## config.mk

```make
export PLATFORM = sky130hd
export DESIGN_NAME = lupp_div
export DESIGN_NICKNAME = d
export VERILOG_FILES = /design/src/sv/lupp_pkg.sv /design/src/sv/lupp_div.sv
export SDC_FILE = /design/constraint.sdc
export NUM_CORES = 1
export LEC_CHECK = 0
export BUFFER_PORTS_ARGS = -buffer_cell sky130_fd_sc_hd__buf_2
export CAP_MARGIN = 20
export CORE_ASPECT_RATIO = 0.6
export CORE_MARGIN = 4
export CORE_UTILIZATION = 50
export CTS_CLUSTER_DIAMETER = 200
export CTS_CLUSTER_SIZE = 24
export DETAILED_ROUTE_END_ITERATION = 10
export MAX_ROUTING_LAYER = met4
export PLACE_DENSITY = 0.88
export SYNTH_ARGS = -nofsm -noshare
export SYNTH_HDL_FRONTEND = slang
export SYNTH_SLANG_ARGS = --single-unit
```

## constraint.sdc

```tcl
create_clock -name clk_i -period 2.8 [get_ports clk_i]
set_clock_uncertainty 0.1 [all_clocks]
set_input_delay 0.7 -clock clk_i [delete_from_list [all_inputs] [get_ports clk_i]]
set_output_delay 0.7 -clock clk_i [all_outputs]
set_load 0.005 [all_outputs]
```

## src/sv/lupp_pkg.sv

```systemverilog
// Shared types and constants for the LU elimination block.
package lupp_pkg;

  localparam int DATA_W = 32;
  localparam int QUO_W  = 48;
  localparam int DIVCNT_W = 6;
  localparam logic signed [DATA_W-1:0] Q_ONE   = 32'sh0001_0000;
  localparam logic signed [DATA_W-1:0] Q_MAX   = 32'sh7FFF_FFFF;
  localparam logic signed [DATA_W-1:0] Q_MIN   = 32'sh8000_0000;
  localparam logic [2:0]               SIZE_RST = 3'd4;

  // Matrix selector on the result stream
  localparam logic MAT_U = 1'b0;
  localparam logic MAT_P = 1'b1;

  typedef enum logic [4:0] {
    S_LOAD, S_INIT, S_PRD, S_PCMP, S_PDEC,
    S_SWR1, S_SWR2, S_SWW1, S_SWW2,
    S_PVR, S_PVC, S_RRD, S_RCK, S_DIV,
    S_URA, S_URB, S_UMUL, S_UTRN, S_UADD, S_NXJ,
    S_ERD, S_ECAP, S_EOUT
  } state_e;

  // Request into the shared divider
  typedef struct packed {
    logic              start;
    logic [QUO_W-1:0]  dividend;
    logic [DATA_W-1:0] divisor;
  } div_req_t;

  // Answer from the shared divider
  typedef struct packed {
    logic             done;
    logic [QUO_W-1:0] quot;
  } div_rsp_t;

endpackage

```

## src/sv/lupp_div.sv

```systemverilog
// Restoring divider, unsigned magnitudes, one quotient bit per cycle.
module lupp_div
  import lupp_pkg::*;
(
  input  logic     clk_i,
  input  logic     rst_ni,
  input  div_req_t req_i,
  output div_rsp_t rsp_o
);

  logic              busy_q, busy_d;
  logic              done_q, done_d;
  logic [DIVCNT_W-1:0] cnt_q, cnt_d;
  logic [DATA_W:0]   rem_q, rem_d;
  logic [QUO_W-1:0]  quo_q, quo_d;
  logic [DATA_W-1:0] dvs_q, dvs_d;
  logic [DATA_W:0]   rem_sh;

  // Load on start, else one shift-subtract step
  always_comb begin
    busy_d = busy_q;
    done_d = 1'b0;
    cnt_d  = cnt_q;
    rem_d  = rem_q;
    quo_d  = quo_q;
    dvs_d  = dvs_q;
    rem_sh = {rem_q[DATA_W-1:0], quo_q[QUO_W-1]};
    if (req_i.start) begin
      busy_d = 1'b1;
      cnt_d  = '0;
      rem_d  = '0;
      quo_d  = req_i.dividend;
      dvs_d  = req_i.divisor;
    end else if (busy_q) begin
      if (rem_sh >= {1'b0, dvs_q}) begin
        rem_d = rem_sh - {1'b0, dvs_q};
        quo_d = {quo_q[QUO_W-2:0], 1'b1};
      end else begin
        rem_d = rem_sh;
        quo_d = {quo_q[QUO_W-2:0], 1'b0};
      end
      cnt_d = cnt_q + 1'b1;
      if (cnt_q == DIVCNT_W'(QUO_W - 1)) begin
        busy_d = 1'b0;
        done_d = 1'b1;
      end
    end
  end

  always_ff @(posedge clk_i or negedge rst_ni) begin
    if (!rst_ni) begin
      busy_q <= 1'b0;
      done_q <= 1'b0;
      cnt_q  <= '0;
    end else begin
      busy_q <= busy_d;
      done_q <= done_d;
      cnt_q  <= cnt_d;
    end
  end

  always_ff @(posedge clk_i) begin
    rem_q <= rem_d;
    quo_q <= quo_d;
    dvs_q <= dvs_d;
  end

  assign rsp_o.done = done_q;
  assign rsp_o.quot = quo_q;

endmodule

```

==> impl_metrics.tcl <==
set metrics [dict create \
    status "complete, but fails checks" \
    violations "setup timing" \
    routabilityCongestion 0.9343 \
    ys.flop_type "edfxtp_1" \
    intPower_mw 5.511 \
    crit_fanout 3 \
    avgSynthCellArea_um2 10.93 \
    path_clk_slew_ns 0.06 \
    grt_pass1_wl_mm 28.72 \
    wl_per_cell_um 20.35 \
    rsz0062_at_grt "true" \
    p_seq_frac 0.281 \
    h-tree-depth 4 \
    power_leakage_nw 3.873 \
    setup_violations 28 \
    synth_fp_nets 731 \
    core-area_um2 12970 \
    drt_pre_antenna_iters 5 \
    die_h_um 97.74 \
    cts_buffers 17 \
    switching_share 0.3753 \
    worst_slew_pin_slew_ns 0.6731 \
    drt_iter0_drc 704 \
    cts-root-buf "clkbuf_16" \
    synth-edff-count 80 \
    drc 0 \
    combPwrFrac 0.462 \
    hp-class "input pin to async pin" \
    fmax_mhz 340.1 \
    core.rowCount 32 \
    netlist_area_um2 6711 \
    num_vias 5879 \
    tns_ns -1.685 \
    cp_data_arrival_time_ns 3.16 \
    path_class "register to register" \
    slew_viol_final 0 \
    vias_per_cell 6.048 \
    grt_pass1_vias 5584 \
    synth-async-reset-ratio 0.06667 \
    clk_path_buf_depth 2 \
    hold_violations 0 \
    finalCriticalPeriod_ns 2.940 \
    grt_max_degree 47 \
    required_ns 3.02 \
    cts_hold_buf 0 \
    hpwlAfterDp_mm 12.06 \
    die_x_um 157.6 \
    maxCapViolations 0 \
    clkPwrFrac 0.256 \
    clk_latency_ns 0.43 \
    syn_inst 614 \
    die_area_um2 15400 \
    r2r_cells 11 \
    layout_commonest_cell "buf_2" \
    maxSlewHeadroom 0.5503 \
    wirelength_mm 19.78 \
    start_util 0.5174 \
    end_kind "register" \
    ant_nets 0 \
    ir_worst_vdd_mv 0.5880 \
    track_usage 0.2431 \
    final_cell_mix "buf_2 (130), edfxtp_1 (80), mux2_2 (49), buf_4 (49), nor2_1 (42)" \
    fin_hold_ws_ns 0.005770 \
    postLayoutSetupSlackWorst_ns -0.1403 \
    port_buffers 131 \
    antenna_cells 0 \
    power_density_nw_per_um2 984.8 \
    yosysWarnings 0 \
    p_switching_mw 3.311 \
    yosysUniqueCellTypes 62 \
    clock-sinks 120 \
    cts_tree "done" \
    antenna_found_initial 0 \
    ys_ff_latch 120 \
    pin_count 132 \
    areaGrowthSynthToFinish_pct 33.48 \
    final_min_period_over_clock_period 1.050 \
    r2r_slack_ns -0.14 \
    startpoint_type "register" \
    yosysSeqAreaShare 0.4832 \
    final_nets 906 \
    gr-total-overflow 0 \
    drive_gt1_frac 0.4177 \
    fill_cells 894 \
]
metrics by stage:
stage | std cells | utilization | total power, mW | cell area (µm²) | setup WS, ns
6_report | 972 | 0.6906 | 8.822 | 8959 | -0.1403
3_5_place_dp | 923 | 0.5993 | 5.462 | 7775 | -0.1096
5_1_grt | 972 | 0.6906 | 9.152 | 8959 | -0.1842
2_1_floorplan | 614 | - | 4.525 | 6711 | 0.006346
3_3_place_gp | 923 | 0.5993 | 5.369 | 7775 | -0.007652
4_1_cts | 961 | 0.6668 | 8.154 | 8650 | 0.003411
metal layers:
layer,GRT usage,vias to the layer above,part of all wire
met2,0.3690,404,0.45
met5,-,-,0
met4,0.07469,0,0.036
met1,0.3169,2771,0.41
li1,-,2607,-
met3,0.07086,97,0.11
worst max-delay path, cell delays in order, from the launching register on:
cell and delay, ns:
edfxtp_1 0.41, ha_4 0.20, fa_2 0.36, nand2b_4 0.16, a21o_1 0.19, a21o_1 0.18, a211o_1 0.34, a21oi_2 0.15
o211ai_1 0.12, a31oi_1 0.29, xor2_1 0.11, a31o_1 0.23
sequential cells by signal, indices dropped and copies added (netlist names):
register  cells
quo_q        48
done_q        1
dvs_q        32
cnt_q         6
busy_q        1
rem_q        32
cell usage after synthesis, types with 4 or more instances:
| cell | count | area share |
|---|---|---|
| a31oi_1 | 10 | 0.0093 |
| dfxtp_1 | 32 | 0.095 |
| o21a_1 | 5 | 0.0056 |
| a21oi_1 | 30 | 0.022 |
| o21ai_1 | 7 | 0.0052 |
| nand3_1 | 12 | 0.0089 |
| dfrtp_1 | 8 | 0.030 |
| nor2_1 | 43 | 0.024 |
| o21ai_0 | 19 | 0.014 |
| edfxtp_1 | 80 | 0.36 |
| clkbuf_1 | 22 | 0.012 |
| o21bai_1 | 5 | 0.0056 |
| a21o_1 | 15 | 0.017 |
| mux2_2 | 49 | 0.082 |
| nand2_1 | 42 | 0.023 |
| inv_1 | 44 | 0.025 |
| nor3_1 | 6 | 0.0045 |
| xor2_1 | 16 | 0.021 |
| and2_1 | 4 | 0.0037 |
| ha_1 | 33 | 0.062 |
| a211oi_1 | 20 | 0.022 |
| xnor2_1 | 16 | 0.021 |
| mux2i_1 | 26 | 0.039 |
| nand4_1 | 8 | 0.0075 |
| nand2b_1 | 4 | 0.0037 |
| o211ai_1 | 6 | 0.0067 |
cell families after synthesis:
| group | after synthesis | synth area share |
|---|---|---|
| XOR/XNOR | 32 | 0.04176 |
| adder cells (fa/ha/maj) | 34 | 0.06450 |
| AND/OR/NAND/NOR | 134 | 0.09191 |
| multiplexers | 75 | 0.1210 |
| AO/OA/AOI/OAI | 142 | 0.1484 |
| buffers and inverters | 77 | 0.04922 |
| flip-flops | 120 | 0.4832 |
worst paths after layout:
path / start / to
setup / recovery: dvs_q[0]$_DFFE_PP_ / rem_q[30]$_SDFFE_PP0P_
min in group clk_i: req_i[31] / dvs_q[31]$_DFFE_PP_
setup reg to reg: dvs_q[0]$_DFFE_PP_ / rem_q[30]$_SDFFE_PP0P_
hold reg to reg: rem_q[24]$_SDFFE_PP0P_ / rem_q[24]$_SDFFE_PP0P_
hold / removal: rst_ni / busy_q$_DFF_PN0_
max in group asynchronous: rst_ni / done_q$_DFF_PN0_
area by class of cell:
type	count	area (µm²)	share of cell area
Tap cell	170	212.7	0.02374
Clock inverter	15	178.9	0.01997
Sequential cell	120	3246	0.3623
Timing Repair Buffer	189	1214	0.1355
Multi-Input combinational cell	417	3517	0.3926
Clock buffer	17	425.4	0.04749
Inverter	44	165.2	0.01844
power groups by stage:
stage / clock [mW] / sequential, mW / combinational (mW)
after floorplan: 0 / 2.42 / 2.11
after global placement: 0 / 2.44 / 2.93
after detailed placement: 0 / 2.46 / 3.00
after CTS: 2.26 / 2.45 / 3.44
after global routing: 2.36 / 2.51 / 4.28
final: 2.26 / 2.48 / 4.08
repair_timing:
item | 4_1_cts | 5_1_grt
setup buffers | 4 | 11
setup endpoints to repair | 30 | 33
cloned | 2 | 1
pin swaps | 20 | 31
gates resized for setup | 28 | 56
Note: power is estimated with default switching activity, not from simulation.
